[config.mk]
export PLATFORM = sky130hd
export DESIGN_NAME = siss_cell
export DESIGN_NICKNAME = d
export VERILOG_FILES = /design/src/sv/siss_pkg.sv /design/src/sv/siss_cell.sv
export SDC_FILE = /design/constraint.sdc
export NUM_CORES = 1
export LEC_CHECK = 0
export BUFFER_PORTS_ARGS = -buffer_cell sky130_fd_sc_hd__clkbuf_2
export CORE_MARGIN = 2
export CORE_UTILIZATION = 48
export CTS_BUF_LIST = sky130_fd_sc_hd__clkbuf_8
export CTS_CLUSTER_SIZE = 24
export DETAILED_ROUTE_END_ITERATION = 10
export HOLD_SLACK_MARGIN = 0.15
export PLACE_DENSITY = 0.8
export SLEW_MARGIN = 40
export SYNTH_ARGS = -nofsm -noshare
export SYNTH_HDL_FRONTEND = slang
export SYNTH_SLANG_ARGS = --single-unit
[constraint.sdc]
create_clock -name i_clk -period 1.95 [get_ports i_clk]
set_input_delay 0.195 -clock i_clk [delete_from_list [all_inputs] [get_ports i_clk]]
set_output_delay 0.195 -clock i_clk [all_outputs]
set_load 0.03 [all_outputs]
[src/sv/siss_pkg.sv]
// Package for the sorted integer set store: sizes, opcodes, cell control.
// No dependencies; imported by every module of the block.
package siss_pkg;

    localparam int CAPACITY  = 256;
    localparam int CNT_W     = $clog2(CAPACITY + 1);
    localparam int OUT_CNT_W = 9;
    localparam int KEY_W     = 32;
    localparam int OP_W      = 2;
    localparam int GROUP     = 16;
    localparam int NGRP      = (CAPACITY + GROUP - 1) / GROUP;
    localparam int IN_DATA_W  = 32;
    localparam int OUT_DATA_W = 16;

    typedef enum logic [OP_W-1:0] {
        OP_INSERT = 2'd0,
        OP_LOOKUP = 2'd1,
        OP_CLEAR  = 2'd2
    } t_op;

    // Broadcast from the control to every cell
    typedef struct packed {
        logic             cap;    // latch compare flags
        logic             shift;  // perform the insert shift
        logic [KEY_W-1:0] key;    // biased key
    } t_cell_ctrl;

    // Flip the sign bit so unsigned order equals signed order
    function automatic logic [KEY_W-1:0] bias_key(input logic [KEY_W-1:0] raw);
        bias_key = raw ^ {1'b1, {(KEY_W-1){1'b0}}};
    endfunction

endpackage

[src/sv/siss_cell.sv]
// One slot of the sorted chain: holds a value, compares it with the key.
// Depends on siss_pkg.
module siss_cell import siss_pkg::*; (
    input  logic             i_clk,
    input  t_cell_ctrl       i_ctrl,
    input  logic             i_occ,       // slot holds a member
    input  logic [KEY_W-1:0] i_prev_val,  // left neighbour's value
    input  logic             i_prev_gt,   // left neighbour is above key
    output logic [KEY_W-1:0] o_val,
    output logic             o_gt,
    output logic             o_eq
);

    logic [KEY_W-1:0] r_val;
    logic             r_gt;
    logic             r_eq;

    always_ff @(posedge i_clk) begin
        if (i_ctrl.cap) begin
            // empty slots count as above any key
            r_gt <= !i_occ || (r_val > i_ctrl.key);
            r_eq <= i_occ && (r_val == i_ctrl.key);
        end
        if (i_ctrl.shift && r_gt) begin
            r_val <= i_prev_gt ? i_prev_val : i_ctrl.key;
        end
    end

    assign o_val = r_val;
    assign o_gt  = r_gt;
    assign o_eq  = r_eq;

endmodule

==> results of run 1 <==
==> per-stage QoR <==
step,hold WS (ns),total power (uW),instances
floorplan,0.307,1170,221
global placement,0.420,1330,371
detailed placement,0.424,1340,371
CTS,0.184,1980,380
global route,0.190,2080,380
finish,0.193,1970,380
==> what timing repair did <==
item / CTS / global route
gates resized for setup: 0 / 2
hold buffers: 1 / 0
hold endpoints to repair: 2 / 0
setup endpoints to repair: 0 / 2
setup buffers: 0 / 0
==> synth_stat cells <==
cell type,n,area (sq um)
a21boi_1,1,7.51
mux2_2,1,11.3
o21ai_2,1,8.76
nor4_1,1,6.26
ha_1,32,400
a211o_1,1,8.76
nand4_1,8,50.1
and2_1,1,6.26
and3_1,1,6.26
nand3_1,6,30.0
o21ai_0,31,155
nor2b_1,2,12.5
nand2_1,35,131
edfxtp_1,34,1020
a21oi_1,12,60.1
a2111oi_2,1,15.0
o211ai_1,1,7.51
o22ai_1,1,6.26
nor4b_1,1,8.76
inv_1,34,128
a211oi_1,2,15.0
a21o_1,4,30.0
nor3_1,3,15.0
clkbuf_1,7,26.3
==> sequential cells by signal, summed over array words and instances (netlist names) <==
register,count
o_val,32
o_eq,1
o_gt,1
==> cell families after synthesis <==
group	synth area share [%]
and+or+nand+nor	12.3
AOI/OAI and AO/OA	14.5
buffers and inverters	7.10
DFF	47.1
adders and majority gates	18.5
muxes	0.520
==> area by class of cell <==
cell class	instances	share of cell area, %
clock buffers	5	2.38
multi-input cells	146	35.1
clock inverters	3	1.38
flip-flops and latches	34	35.3
inverters	34	4.41
repair buffers	106	19.2
well taps	52	2.25
==> power by group through the flow <==
| stage | Clock [uW] | Combinational [uW] | Sequential (uW) |
|---|---|---|---|
| CTS | 649 | 444 | 890 |
| detailed placement | 0 | 437 | 906 |
| finish | 638 | 444 | 890 |
| global route | 685 | 496 | 895 |
| floorplan | 0 | 186 | 988 |
| global placement | 0 | 423 | 903 |
==> metal layers <==
metal / part of all wire, % / vias to the layer above / track usage [%] / wire (um)
met2: 51 / 70 / 36.7 / 2670
li1: - / 995 / - / -
met1: 41 / 903 / 27.4 / 2170
met3: 6.5 / 9 / 3.99 / 342
met5: 0 / - / 0 / 0
met4: 1.8 / 0 / 7.97 / 97
==> worst max-delay path by stage <==
stage | cells past startpoint | slack [ns] | start | endpoint
detailed placement | 6 | 0.1 | o_val[14] | o_gt
CTS | 6 | 0.01 | o_val[14] | o_gt
global route | 6 | 0.004 | o_val[14] | o_gt
finish | 6 | 0.1 | o_val[30] | o_gt
floorplan | 6 | 0.01 | o_val[30] | o_gt
global placement | 6 | 0.14 | o_val[13] | o_gt
==> worst max-delay path: stages, from the launching register on <==
cell and delay, ns:
edfxtp_1 0.44, ha_4 0.24, a21oi_1 0.14, nand2_1 0.07, a211o_1 0.30, a2111oi_2 0.28, o22ai_1 0.13
==> out/metrics.csv, run 1 <==
stage;metric;value;unit
floorplan;fp.coreArea;0.00435;sq mm
yosys;ys_types;24;
floorplan;rows;24;
routing;post_drt_wl_per_cell;13.9;um
yosys;synth_seq_cells;34;
routing;drt-pass1-iter-count;4;
job;drv_cap;0;
place;place_area;0.00276;sq mm
critical_path;r2r_cells;6;
routing;num_vias;1977;
cts;cts_root_buf;clkbuf_8;
timing;rsz0062_at_grt;false;
min_path;min_path_cells;3;
place;dp_slack;0.0958;ns
power;combPwrFrac;22.5;%
timing;tightest_slew;0.433;ns
power;intPower;1410;uW
global_routing;grt_pass1_vias;1941;
floorplan;die_w;71.2;um
floorplan;die_area;0.00507;sq mm
min_path;hold_path.startpoint;i_prev_val[9];
cts;cts-htree-levels;2;
layout;fin_util;66.5;%
yosys;syn_nets;322;
cts;clk_pin_slew;0.07;ns
min_path;hp-class;input port to flip-flop;
layout;fin_area;0.00289;sq mm
timing;maxSlewHeadroom;71.1;%
cts;cts.sinks;34;
place;io_buffers;102;
timing;finalSetupTns;0;ns
layout;multi_input_area;0.00102;sq mm
critical_path;worstPathMaxFanout;3;
routing;drt-total-wl;5.28;mm
global_routing;grt_max_degree;34;
power;p_leak;0.00147;uW
power;power_density;681;mW/mm^2
global_routing;grt_pass1_wl;8.52;mm
timing;fmax;539;MHz
yosys;netlist_instances;221;
cts;cts_tree;yes;
layout;n_antenna_cell;0;
place;place_congestion;0.745;
power;p_switching;558;uW
routing;drc;0;
critical_path;ff2ff_setup_slack;0.1;ns
routing;via_per_inst;5.20;
layout;areaGrowthSynthToFinish;33.5;%
layout;nets;428;
routing;ant_nets;0;
floorplan;die_y;71.2;um
critical_path;critPathKind;flip-flop to flip-flop;
floorplan;initial_core_util;49.8;%
critical_path;timing.rr.start;o_val[30];
timing;setup-violations-final;0;
cts;clk_path_buf_depth;2;
yosys;yosys_warnings;0;
floorplan;io_pins;103;
power;max-vdd-ir-drop;0.000389;V
global_routing;antenna_found_initial;0;
timing;period_needed;1.85;ns
min_path;min_to;o_val[9];
layout;drive_gt1_share;36.3;%
critical_path;r2r-end;o_gt;
outcome;status;finished, final reports clean;
cts;cts-buffers-inserted;5;
timing;drv_slew;0;
yosys;seq_area_frac_synth;47.1;%
routing;drt_iter0_markers;73;
critical_path;required;1.97;ns
power;clockPowerShare;32.3;%
layout;layout_common_cells;clkbuf_2 (102), nand2_1 (35), inv_1 (34), edfxtp_1 (34);
yosys;syn-cell-area;0.00217;sq mm
timing;layout_setup_ws;0.0953;ns
yosys;syn_area_per_cell;9.81;sq um
timing;hold_viol_final;0;
global_routing;grt_overflow_total;0;
layout;fillers;354;
timing;finalCritPeriodShare;95.1;%
global_routing;grt_usage;21.6;%
place;dpl.hpwl;4.08;mm
power;switching_share;28.3;%
power;seq_power_share;45.2;%
critical_path;crit_arrival;1.88;ns
critical_path;start_kind;flip-flop;
critical_path;crit_path_end_kind;flip-flop;
timing;skew;0.00147;ns
cts;clk_latency;0.28;ns
layout;mostFrequentLayoutCell;clkbuf_2;
layout;seqCellArea;0.00102;sq mm
Note: power is estimated with default switching activity, not from simulation.
==> inputs of run 2 (changes only) <==
- CTS_CLUSTER_SIZE: 24 -> unset
- PLACE_DENSITY: 0.8 -> 0.82
==> out/metrics.csv, run 2 (synthesized netlist as in run 1, its figures left out) <==
stage;metric;value;unit;change
place;io_buffers;102;;unchanged
critical_path;required;1.98;ns;about the same
floorplan;die_w;71.2;um;unchanged
critical_path;timing.rr.start;o_val[30];;
critical_path;ff2ff_setup_slack;0.07;ns;-0.02 ns
timing;skew;0.00751;ns;+0.00604 ns
job;drv_cap;0;;unchanged
critical_path;r2r-end;o_gt;;
global_routing;antenna_found_initial;0;;unchanged
floorplan;fp.coreArea;0.00435;sq mm;unchanged
global_routing;use_met1;25.8;%;-1.7 points
critical_path;r2r_cells;6;;unchanged
power;seq_power_share;48.5;%;+3.3 points
layout;layout.cells.non_filler;381;;+0.26%
min_path;min_to;o_val[8];;
global_routing;grt_busiest_layer;met2;;
layout;layout_common_cells;clkbuf_2 (102), nand2_1 (35), inv_1 (34), edfxtp_1 (34), o21ai_0 (31);;
power;p_switching;552;uW;-1.0%
global_routing;grt_usage;20.9;%;-0.72 points
cts;cts_root_buf;clkbuf_8;;
routing;drc;0;;unchanged
place;place_congestion;0.779;;+4.6%
timing;drv_slew;0;;unchanged
layout;mostFrequentLayoutCell;clkbuf_2;;
timing;finalCritPeriodShare;96.2;%;+1.1 points
floorplan;rows;24;;unchanged
cts;clk_pin_slew;0.07;ns;about the same
cts;cts_tree;yes;;
layout;n_antenna_cell;0;;unchanged
power;p_leak;0.00146;uW;-0.89%
timing;hold_viol_final;0;;unchanged
routing;post_drt_wl_per_cell;13.5;um;-3.1%
layout;nets;429;;+0.23%
timing;maxSlewHeadroom;63.9;%;-7.2 points
layout;areaGrowthSynthToFinish;34.9;%;
power;clockPowerShare;26.9;%;-5.4 points
min_path;hp-class;input port to flip-flop;;
timing;tightest_slew;0.542;ns;+0.109 ns
timing;whs;0.187;ns;-0.00585 ns
place;placed_cells;370;;-0.27%
timing;setup-violations-final;0;;unchanged
cts;cts-buffers-inserted;5;;unchanged
cts;cts.sinks;34;;unchanged
floorplan;io_pins;103;;unchanged
routing;via_per_inst;5.11;;-1.8%
min_path;hold_path.startpoint;i_prev_val[8];;
timing;rsz0062_at_grt;true;;
timing;fmax;533;MHz;-1.2%
critical_path;setup.worst_path.start;o_val[30];;
routing;drt-total-wl;5.13;mm;-2.8%
global_routing;grt_overflow_total;0;;unchanged
routing;num_vias;1946;;-1.6%
floorplan;die_y;71.2;um;unchanged
cts;clk_path_buf_depth;2;;unchanged
routing;drt-pass1-iter-count;4;;unchanged
layout;largest_register_ff_count;32;;unchanged
global_routing;use_met3;5.13;%;+1.1 points
power;combPwrFrac;24.6;%;+2.1 points
power;intPower;1290;uW;-9.1%
critical_path;worstPathMaxFanout;3;;unchanged
timing;period_needed;1.88;ns;+0.0222 ns
global_routing;grt_max_degree;35;;+2.9%
outcome;status;finished, final reports clean;;
cts;cts-htree-levels;2;;unchanged
power;power_density;629;mW/mm^2;-7.7%
routing;drt_iter0_markers;115;;+58%
floorplan;initial_core_util;49.8;%;unchanged
layout;drive_gt1_share;36.8;%;+0.50 points
power;switching_share;30.0;%;+1.8 points
critical_path;crit_arrival;1.91;ns;+0.03 ns
min_path;min_path_cells;3;;unchanged
cts;clk_latency;0.28;ns;about the same
global_routing;grt_use_met2;35.0;%;-1.7 points
global_routing;grt_pass1_vias;1944;;+0.15%
power;max-vdd-ir-drop;0.000359;V;-7.8%
critical_path;critPathKind;flip-flop to flip-flop;;
critical_path;start_kind;flip-flop;;
global_routing;grt_pass1_wl;8.29;mm;-2.7%
routing;ant_nets;0;;unchanged
critical_path;crit_path_end_kind;flip-flop;;
floorplan;die_area;0.00507;sq mm;unchanged
place;dpl.hpwl;4.00;mm;-2.0%
run 2: power groups by stage:
stage / Combinational (uW) / Sequential, uW / Clock (uW)
5_1_grt: 505 / 896 / 531
4_1_cts: 439 / 889 / 507
6_report: 452 / 891 / 495
3_5_place_dp: 434 / 904 / 0
2_1_floorplan: 186 / 988 / 0
3_3_place_gp: 423 / 901 / 0
run 2: metrics by stage:
| stage | power, uW | TNS (ns) | area, sq um | worst slack (ns) | util, % |
|---|---|---|---|---|---|
| global route | 1930 | -0.0614 | 2920 | -0.0614 | 67.1 |
| detailed placement | 1340 | 0 | 2760 | 0.0464 | 63.3 |
| finish | 1840 | 0 | 2920 | 0.0731 | 67.1 |
| global placement | 1320 | 0 | 2760 | 0.138 | 63.3 |
| floorplan | 1170 | 0 | 2180 | 0.0137 | - |
| CTS | 1830 | 0 | 2850 | 0.0442 | 65.4 |
run 2: worst max-delay path by stage:
stage,end,slack (ns),cells after the start
4_1_cts,o_gt,0.04,6
3_3_place_gp,o_gt,0.14,6
6_report,o_gt,0.07,6
5_1_grt,o_gt,-0.06,6
3_5_place_dp,o_gt,0.05,6
2_1_floorplan,o_gt,0.01,6
run 2: critical path, stage by stage, from the launching register on:
cell and delay, ns:
edfxtp_1 0.43, ha_4 0.24, a21oi_1 0.14, nand2_1 0.07
a211o_1 0.30, a2111oi_2 0.30, o22ai_1 0.14
run 2: area by class of cell:
class / count / area [sq um]
clock buffer: 5 / 68.8
sequential: 34 / 1020
timing repair buffer: 107 / 563
tap: 52 / 65.1
multi-input combinational: 146 / 1070
fill: 342 / 1430
clock inverter: 3 / 11.3
inverter: 34 / 128
run 2: routing by layer:
layer / wire length [um] / part of all wire [%] / vias to the layer above
li1: - / - / 996
met1: 2150 / 42 / 877
met2: 2610 / 51 / 64
met3: 283 / 5.5 / 9
met4: 89 / 1.7 / 0
met5: 0 / 0 / -
run 2: timing repair:
| action | 4_1_cts | 5_1_grt |
|---|---|---|
| gates resized for setup | 0 | 6 |
| endpoints found under the hold margin | 2 | 0 |
| buffers inserted | 0 | 2 |
| endpoints found under the setup margin | 0 | 2 |
| hold buffers | 1 | 0 |
